[src/assert_macros.svh]
// assertion macros shared by the frame builder modules
`ifndef ASSERT_MACROS_SVH
`define ASSERT_MACROS_SVH

// clocked check, switched off while reset is held
`define ATFB_ASSERT(label, prop, msg) \
  label: assert property (@(posedge clk) disable iff (!rst_n) prop) else $error(msg);

// clocked check that also holds through reset
`define ATFB_ASSERT_ALWAYS(label, prop, msg) \
  label: assert property (@(posedge clk) prop) else $error(msg);

`endif

[src/atfb_pkg.sv]
// types, constants and pwm tables of the transmit frame builder
`timescale 1ns / 1ps

package atfb_pkg;

  localparam int IDX_W = 6;

  localparam logic [IDX_W-1:0] DRIVE_LAST_IDX = 6'd34;
  localparam logic [IDX_W-1:0] MODE_LAST_IDX  = 6'd29;
  localparam logic [IDX_W-1:0] SUM_FIRST_IDX  = 6'd3;

  localparam logic OP_DRIVE = 1'b0;
  localparam logic OP_MODE  = 1'b1;

  localparam logic [7:0] SOF_BYTE   = 8'h7E;
  localparam logic [7:0] LEN_DRIVE  = 8'h1F;
  localparam logic [7:0] LEN_MODE   = 8'h1A;
  localparam logic [7:0] FRAME_TYPE = 8'h10;
  localparam logic [7:0] FRAME_ID   = 8'h01;
  localparam logic [7:0] NET_HI     = 8'hFF;
  localparam logic [7:0] NET_LO     = 8'hFE;
  localparam logic [7:0] ZERO_BYTE  = 8'h00;
  localparam logic [7:0] ONE_BYTE   = 8'h01;
  localparam logic [7:0] CHK_BASE   = 8'hFF;
  localparam logic [7:0] MAX_INDEX  = 8'd9;

  localparam logic [7:0] CH_A = 8'h41;
  localparam logic [7:0] CH_C = 8'h43;
  localparam logic [7:0] CH_E = 8'h45;
  localparam logic [7:0] CH_F = 8'h46;
  localparam logic [7:0] CH_G = 8'h47;
  localparam logic [7:0] CH_L = 8'h4C;
  localparam logic [7:0] CH_M = 8'h4D;
  localparam logic [7:0] CH_R = 8'h52;
  localparam logic [7:0] CH_S = 8'h53;
  localparam logic [7:0] CH_T = 8'h54;

  typedef struct packed {
    logic       opcode;
    logic [7:0] value;
  } in_item_t;

  typedef struct packed {
    logic [7:0] tx_byte;
    logic       last;
  } out_item_t;

  // controller to datapath
  typedef struct packed {
    logic             load;
    logic             emit;
    logic [IDX_W-1:0] idx;
  } atfb_cmd_t;

  // datapath to controller
  typedef struct packed {
    logic at_end;
  } atfb_sts_t;

  function automatic logic [7:0] left_pwm(input logic [3:0] idx);
    logic [7:0] res;
    unique case (idx)
      4'd0:    res = 8'h00;
      4'd1:    res = 8'h18;
      4'd2:    res = 8'h18;
      4'd3:    res = 8'h18;
      4'd4:    res = 8'h08;
      4'd5:    res = 8'h00;
      4'd6:    res = 8'h10;
      4'd7:    res = 8'h10;
      4'd8:    res = 8'h0c;
      4'd9:    res = 8'h0c;
      default: res = 8'h00;
    endcase
    return res;
  endfunction

  function automatic logic [7:0] right_pwm(input logic [3:0] idx);
    logic [7:0] res;
    unique case (idx)
      4'd0:    res = 8'h00;
      4'd1:    res = 8'h18;
      4'd2:    res = 8'h08;
      4'd3:    res = 8'h00;
      4'd4:    res = 8'h18;
      4'd5:    res = 8'h18;
      4'd6:    res = 8'h0c;
      4'd7:    res = 8'h08;
      4'd8:    res = 8'h0c;
      4'd9:    res = 8'h08;
      default: res = 8'h00;
    endcase
    return res;
  endfunction

endpackage

[src/atfb_ctrl.sv]
// frame sequencer: accepts requests and steps the byte index
`timescale 1ns / 1ps
`include "assert_macros.svh"

module atfb_ctrl
  import atfb_pkg::*;
(
  input  logic      clk,
  input  logic      rst_n,
  input  logic      start,
  output logic      busy,
  input  atfb_sts_t sts_i,
  output atfb_cmd_t cmd_o
);

  typedef enum logic [1:0] {
    ST_IDLE = 2'b01,
    ST_SEND = 2'b10
  } state_t;

  state_t           state_r, state_nxt;
  logic [IDX_W-1:0] idx_r, idx_nxt;
  logic             accept;

  always_comb begin
    busy   = (state_r == ST_SEND) && !sts_i.at_end;
    accept = start && !busy;

    cmd_o.load = accept;
    cmd_o.emit = (state_r == ST_SEND);
    cmd_o.idx  = idx_r;

    state_nxt = state_r;
    idx_nxt   = idx_r;
    if (accept) begin
      // a new request may follow the checksum byte directly
      state_nxt = ST_SEND;
      idx_nxt   = '0;
    end else begin
      unique case (state_r)
        ST_IDLE: begin
          state_nxt = ST_IDLE;
        end
        ST_SEND: begin
          if (sts_i.at_end) begin
            state_nxt = ST_IDLE;
          end else begin
            idx_nxt = idx_r + 1'b1;
          end
        end
        default: begin
          state_nxt = ST_IDLE;
        end
      endcase
    end
  end

  always_ff @(posedge clk) begin
    if (!rst_n) begin
      state_r <= ST_IDLE;
      idx_r   <= '0;
    end else begin
      state_r <= state_nxt;
      idx_r   <= idx_nxt;
    end
  end

  `ATFB_ASSERT(a_idx_range, idx_r <= DRIVE_LAST_IDX, "byte index beyond longest frame")
  `ATFB_ASSERT(a_idx_step, (state_r == ST_SEND) && !sts_i.at_end |=> (state_r == ST_SEND) && (idx_r == $past(idx_r) + 1'b1), "byte index did not advance")
  `ATFB_ASSERT(a_busy_send, busy |-> (state_r == ST_SEND), "busy outside a frame")

endmodule

[src/atfb_dp.sv]
// frame datapath: byte selection, checksum and output register
`timescale 1ns / 1ps
`include "assert_macros.svh"

module atfb_dp
  import atfb_pkg::*;
(
  input  logic        clk,
  input  logic        rst_n,
  input  atfb_cmd_t   cmd_i,
  input  in_item_t    in_data_i,
  input  logic [63:0] dest_i,
  output atfb_sts_t   sts_o,
  output logic        out_valid_o,
  output out_item_t   out_data_o
);

  logic       opcode_r, opcode_nxt;
  logic [7:0] value_r, value_nxt;
  logic [7:0] sum_r, sum_nxt;
  logic       valid_r, valid_nxt;
  out_item_t  data_r, data_nxt;
  logic [3:0] pwm_idx;
  logic [7:0] chk;
  logic [7:0] byte_sel;
  logic       drive;

  always_comb begin
    drive   = (opcode_r == OP_DRIVE);
    pwm_idx = (value_r > MAX_INDEX) ? MAX_INDEX[3:0] : value_r[3:0];
    chk     = CHK_BASE - sum_r;
    sts_o.at_end = (cmd_i.idx == (drive ? DRIVE_LAST_IDX : MODE_LAST_IDX));

    case (cmd_i.idx)
      6'd0:  byte_sel = SOF_BYTE;
      6'd1:  byte_sel = ZERO_BYTE;
      6'd2:  byte_sel = drive ? LEN_DRIVE : LEN_MODE;
      6'd3:  byte_sel = FRAME_TYPE;
      6'd4:  byte_sel = FRAME_ID;
      6'd5:  byte_sel = dest_i[63:56];
      6'd6:  byte_sel = dest_i[55:48];
      6'd7:  byte_sel = dest_i[47:40];
      6'd8:  byte_sel = dest_i[39:32];
      6'd9:  byte_sel = dest_i[31:24];
      6'd10: byte_sel = dest_i[23:16];
      6'd11: byte_sel = dest_i[15:8];
      6'd12: byte_sel = dest_i[7:0];
      6'd13: byte_sel = NET_HI;
      6'd14: byte_sel = NET_LO;
      6'd15: byte_sel = ZERO_BYTE;
      6'd16: byte_sel = ZERO_BYTE;
      6'd17: byte_sel = CH_A;
      6'd18: byte_sel = CH_G;
      6'd19: byte_sel = CH_S;
      6'd20: byte_sel = drive ? CH_M : CH_C;
      6'd21: byte_sel = CH_F;
      6'd22: byte_sel = CH_A;
      6'd23: byte_sel = CH_T;
      6'd24: byte_sel = CH_A;
      6'd25: byte_sel = drive ? CH_L : value_r;
      6'd26: byte_sel = drive ? ONE_BYTE : CH_A;
      6'd27: byte_sel = drive ? left_pwm(pwm_idx) : CH_G;
      6'd28: byte_sel = drive ? CH_R : CH_E;
      6'd29: byte_sel = drive ? ONE_BYTE : chk;
      6'd30: byte_sel = right_pwm(pwm_idx);
      6'd31: byte_sel = CH_A;
      6'd32: byte_sel = CH_G;
      6'd33: byte_sel = CH_E;
      6'd34: byte_sel = chk;
      default: byte_sel = ZERO_BYTE;
    endcase

    opcode_nxt = opcode_r;
    value_nxt  = value_r;
    sum_nxt    = sum_r;
    if (cmd_i.load) begin
      opcode_nxt = in_data_i.opcode;
      value_nxt  = in_data_i.value;
      sum_nxt    = '0;
    end else if (cmd_i.emit && (cmd_i.idx >= SUM_FIRST_IDX)) begin
      sum_nxt = sum_r + byte_sel;
    end

    valid_nxt        = cmd_i.emit;
    data_nxt.tx_byte = byte_sel;
    data_nxt.last    = cmd_i.emit && sts_o.at_end;
  end

  always_ff @(posedge clk) begin
    if (!rst_n) begin
      valid_r <= 1'b0;
    end else begin
      valid_r <= valid_nxt;
    end
  end

  always_ff @(posedge clk) begin
    opcode_r <= opcode_nxt;
    value_r  <= value_nxt;
    sum_r    <= sum_nxt;
    data_r   <= data_nxt;
  end

  assign out_valid_o = valid_r;
  assign out_data_o  = data_r;

  `ATFB_ASSERT(a_sum_clear, cmd_i.load |=> (sum_r == '0), "checksum not cleared on new request")
  `ATFB_ASSERT(a_last_valid, valid_r && data_r.last |-> $past(cmd_i.emit), "last byte without a send step")

endmodule

[src/api_transmit_frame_builder.sv]
// top level of the api transmit-request frame builder
`timescale 1ns / 1ps

// Each accepted request (start high while busy is low) produces one complete
// transmit-request frame on out_data, one byte per clock cycle with out_valid
// high, the checksum byte flagged by last. A drive request (opcode 0) gives a
// 35-byte frame, a mode request (opcode 1) a 30-byte frame. The first byte is
// on the outputs once the sequencer has entered its send state and the byte
// has passed the output register. Bytes then follow with no gaps, stepped by
// the single byte counter in the sequencer. Busy falls in the cycle in which
// the checksum byte is selected, so a following request can be taken then and
// frames run back to back. The receiver has no way to hold bytes off; each
// byte is on the outputs for exactly one cycle. The user must write the
// destination address through cfg_we and cfg_wdata while no frame is in
// flight; the block itself does not enforce this.

module api_transmit_frame_builder
  import atfb_pkg::*;
#(
  parameter logic [63:0] DEST_RESET = 64'h0013A200409EAEF7
)
(
  input  logic        clk,
  input  logic        rst_n,
  input  logic        start,
  output logic        busy,
  input  in_item_t    in_data,
  output logic        out_valid,
  output out_item_t   out_data,
  input  logic        cfg_we,
  input  logic [63:0] cfg_wdata
);

  // destination address register, most significant byte sent first
  logic [63:0] dest_r, dest_nxt;
  atfb_cmd_t   cmd;
  atfb_sts_t   sts;

  always_comb begin
    dest_nxt = cfg_we ? cfg_wdata : dest_r;
  end

  always_ff @(posedge clk) begin
    if (!rst_n) begin
      dest_r <= DEST_RESET;
    end else begin
      dest_r <= dest_nxt;
    end
  end

  // sequencer: owns the request handshake and the byte index
  atfb_ctrl u_ctrl (
    .clk   (clk),
    .rst_n (rst_n),
    .start (start),
    .busy  (busy),
    .sts_i (sts),
    .cmd_o (cmd)
  );

  // datapath: latches the request, picks each byte, keeps the running sum
  atfb_dp u_dp (
    .clk         (clk),
    .rst_n       (rst_n),
    .cmd_i       (cmd),
    .in_data_i   (in_data),
    .dest_i      (dest_r),
    .sts_o       (sts),
    .out_valid_o (out_valid),
    .out_data_o  (out_data)
  );

endmodule
[config.mk]
export PLATFORM = sky130hd
export DESIGN_NAME = api_transmit_frame_builder
export DESIGN_NICKNAME = d
export VERILOG_FILES = /design/src/atfb_pkg.sv /design/src/atfb_ctrl.sv /design/src/atfb_dp.sv /design/src/api_transmit_frame_builder.sv
export VERILOG_INCLUDE_DIRS = /design/src /design/src/src
export SDC_FILE = /design/constraint.sdc
export NUM_CORES = 1
export LEC_CHECK = 0
export BUFFER_PORTS_ARGS = -buffer_cell sky130_fd_sc_hd__buf_2
export CAP_MARGIN = 20
export CORE_UTILIZATION = 30
export CTS_CLUSTER_SIZE = 28
export DETAILED_ROUTE_END_ITERATION = 10
export HOLD_SLACK_MARGIN = 0.08
export MAX_ROUTING_LAYER = met4
export SYNTH_ARGS = -nofsm -noshare
export SYNTH_HDL_FRONTEND = slang
export SYNTH_HIERARCHICAL = 1
export SYNTH_SLANG_ARGS = --single-unit
[constraint.sdc]
create_clock -name clk -period 3.9 [get_ports clk]
set_input_delay 0.195 -clock clk [delete_from_list [all_inputs] [get_ports clk]]
set_output_delay 0.195 -clock clk [all_outputs]
set_load 0.1 [all_outputs]
==> metrics <==
Clock transition at path regs=0.07 ns; fin crit share=0.955; Hold Path End=dest_r[1]; Num CTS Buffers=9; unique cell type count in the Yosys netlist=74; Psw=527 uW; final worst setup slack=0.176 ns; Netlist Area Pre-Place=5140 sq um; Synth Instances=546; final slew viol count=0; Setup CP Type=reg2reg; hold_sp=cfg_wdata[1]; DP Wirelength=11.0 mm; DIE AREA=17700 sq um; Power Density=329 nW/um^2; reg2reg path depth=17; Via Count=4541; Max Cap Viol=0; Final setup viols=0; wire length of the first global-routing pass=23.2 mm; ant diodes=0; share of layout cells above drive strength 1=0.271; Sw Ratio=0.237; Final nets=782; CP delay by family, top=simple AND/OR/NAND/NOR gates; Row Count=47; crit-path max FO=5; Hold Crit Class=in2reg; FF-to-FF End=u_dp/sum_r[7]; dominant synthesized flop cell=dfxtp_1; Synth Area per Inst=9.42 sq um; Routed WL=14.9 mm; Net Count, Synth=636; min Tclk post-route=3.72 ns; Top cell by count, worst path=mux2_4; cell taking the most area after synthesis=dfxtp_1; Arr. time, crit path=3.96 ns; Yosys warnings=6; CP Capture Type=flop; DR pass1 iterations=5; H-tree lvl count=3; maximum clock rate=268 MHz; max_slew headroom=0.278; CTS Sinks=99; startpoint types=flop; largest net degree at the start of global routing=68; Ports=88; Post-synth EDFFs=9; GRT Overall Usage=0.177; register area share after synthesis=0.403; Post-synth top cells=dfxtp_1, mux2i_1, nand2_1, nor2b_1, nor2_1; Lkg Pwr=0.00282 uW; Vias/cell=4.95; sequential power share=0.498; flops & latches, synth=99; Total Negative Setup Slacks=0 ns; CP max stage delay=0.58 ns; dominant cells by area after synthesis=dfxtp_1, mux2i_1, nor2b_1, edfxtp_1, nand2_1; core area=16600 sq um; number of global-route vias before repair=4341; worst slew pin tran=1.08 ns; Starting DRT DRC Count=228; die width=133 microns; clock share of power=0.404; Internal=1700 uW; status=complete, no violations; final hold violations=0; clk buf depth=2; worst r2r src=u_dp/value_r[4]; Die Y=133 microns; CP Cell Sequence=or4_4 > nor2_2 > and2_4 > buf_4 > inv_1 > ha_1 > nand2_1 > a21oi_1 > o21ai_0 > nand3_1 > ha_4 > nand3_2 > o211ai_1 > o41ai_2 > nor2b_2 > mux2_4 > mux2_4; initial antenna violation count=0; clk root buf=clkbuf_16; Remaining DRCs=0; Logic pwr share=0.098; post-route ant nets=0; Post-synth ARST share=0; VDD IR max=0.231 mV; Area Growth Syn to Fin=31.6%; CP Buf/Inv Count=2; Hold WS=0.0930 ns; Hold Path Stages=3; Max stage delay cell, worst path=or4_4; CTS tree=yes; GP Congestion=0.928; post-synth top area share=0.350; Worst Clk Skew=0.00910 ns; Starting Density=0.309; pre-CTS setup slack=-0.0849 ns; input/output buffers=87; most numerous cell in the Yosys netlist=dfxtp_1; total congestion overflow=0; worst reg2reg setup slack=0.18 ns; Skew-Pair Late Insertion Delay=0.35 ns; CP required=4.14 ns; wire per inst=16.2 microns
logic make-up after synthesis:
| logic type | after synthesis | share of synthesized area |
|---|---|---|
| compound gates | 100 | 0.139 |
| simple gates | 211 | 0.223 |
| flops | 99 | 0.403 |
| fa+ha+maj | 13 | 0.0331 |
| mux | 68 | 0.134 |
| xor+xnor | 5 | 0.00851 |
| buf+inv | 50 | 0.0596 |
power by group through the flow:
stage	Clock [uW]	Combinational, uW	Sequential [uW]
2_1_floorplan	0	121	1130
3_3_place_gp	0	190	1130
3_5_place_dp	0	191	1130
4_1_cts	925	218	1110
5_1_grt	972	241	1110
6_report	899	219	1110
layout make-up:
type                       count  area (sq um)
inverter                      19          71.3
timing repair buffer         166          1140
multi-input combinational    397          2910
clock inverter                 4          30.0
clock buffer                  12           278
sequential                    99          2070
tap                          220           275
fill                        1680          9870
per-layer routing:
metal  vias to the layer above  GRT usage  wire length [microns]
li1                       2257          -                      -
met5                         -          -                      0
met1                      2132      0.234                   7050
met3                        23     0.0410                    727
met2                       129      0.261                   6710
met4                         0     0.0645                    371
metrics by stage:
stage	util	instance area, sq um	std cells	total power (uW)
2_1_floorplan	-	5140	546	1250
3_3_place_gp	0.360	5990	867	1320
3_5_place_dp	0.360	5990	867	1320
4_1_cts	0.399	6640	915	2250
5_1_grt	0.407	6770	917	2330
6_report	0.407	6770	917	2230
tightest hold or removal path: cells and delay by family:
kind / cells / cell delay, ns
buf+inv: 1 / 0.09
mux: 1 / 0.06
simple gates: 1 / 0.06
what timing repair did:
| item | in CTS | in global routing |
|---|---|---|
| setup buffers | 0 | 2 |
| gates resized for setup | 3 | 27 |
| hold endpoints to repair | 32 | 0 |
| setup endpoints to repair | 1 | 2 |
| pin swaps | 1 | 17 |
| hold buffers | 32 | 0 |
registers in the layout (all words and copies together), names as in the netlist:
signal            count
dest_r               64
u_ctrl/idx_r          6
u_ctrl/state_r        2
u_dp/opcode_r         1
u_dp/out_data_o       9
u_dp/out_valid_o      1
u_dp/sum_r            8
u_dp/value_r          8
placed cells by master (no fill, tap or decap), types with 9 or more instances in the layout:
cell type,instances
nor3_1,10
buf_4,45
a22oi_1,21
dfxtp_1,89
a21oi_1,16
mux2i_1,66
dlygate4sd3_1,32
nand2_1,47
nor2b_1,46
edfxtp_1,9
nand3_1,16
nor2_1,38
o21ai_0,14
buf_2,86
clkbuf_16,10
inv_1,19
worst max-delay path by stage:
stage	to	cells past startpoint	from	slack (ns)
2_1_floorplan	u_dp/sum_r[7]	15	u_dp/value_r[5]	0.05
5_1_grt	u_dp/sum_r[7]	17	u_dp/value_r[4]	-0.03
3_3_place_gp	u_dp/sum_r[7]	15	u_dp/value_r[5]	0.005
4_1_cts	u_dp/sum_r[7]	15	u_dp/value_r[5]	0.01
6_report	u_dp/sum_r[7]	17	u_dp/value_r[4]	0.18
3_5_place_dp	u_dp/sum_r[7]	15	u_dp/value_r[5]	-0.08
No activity file was read; power rests on OpenSTA's default activity.
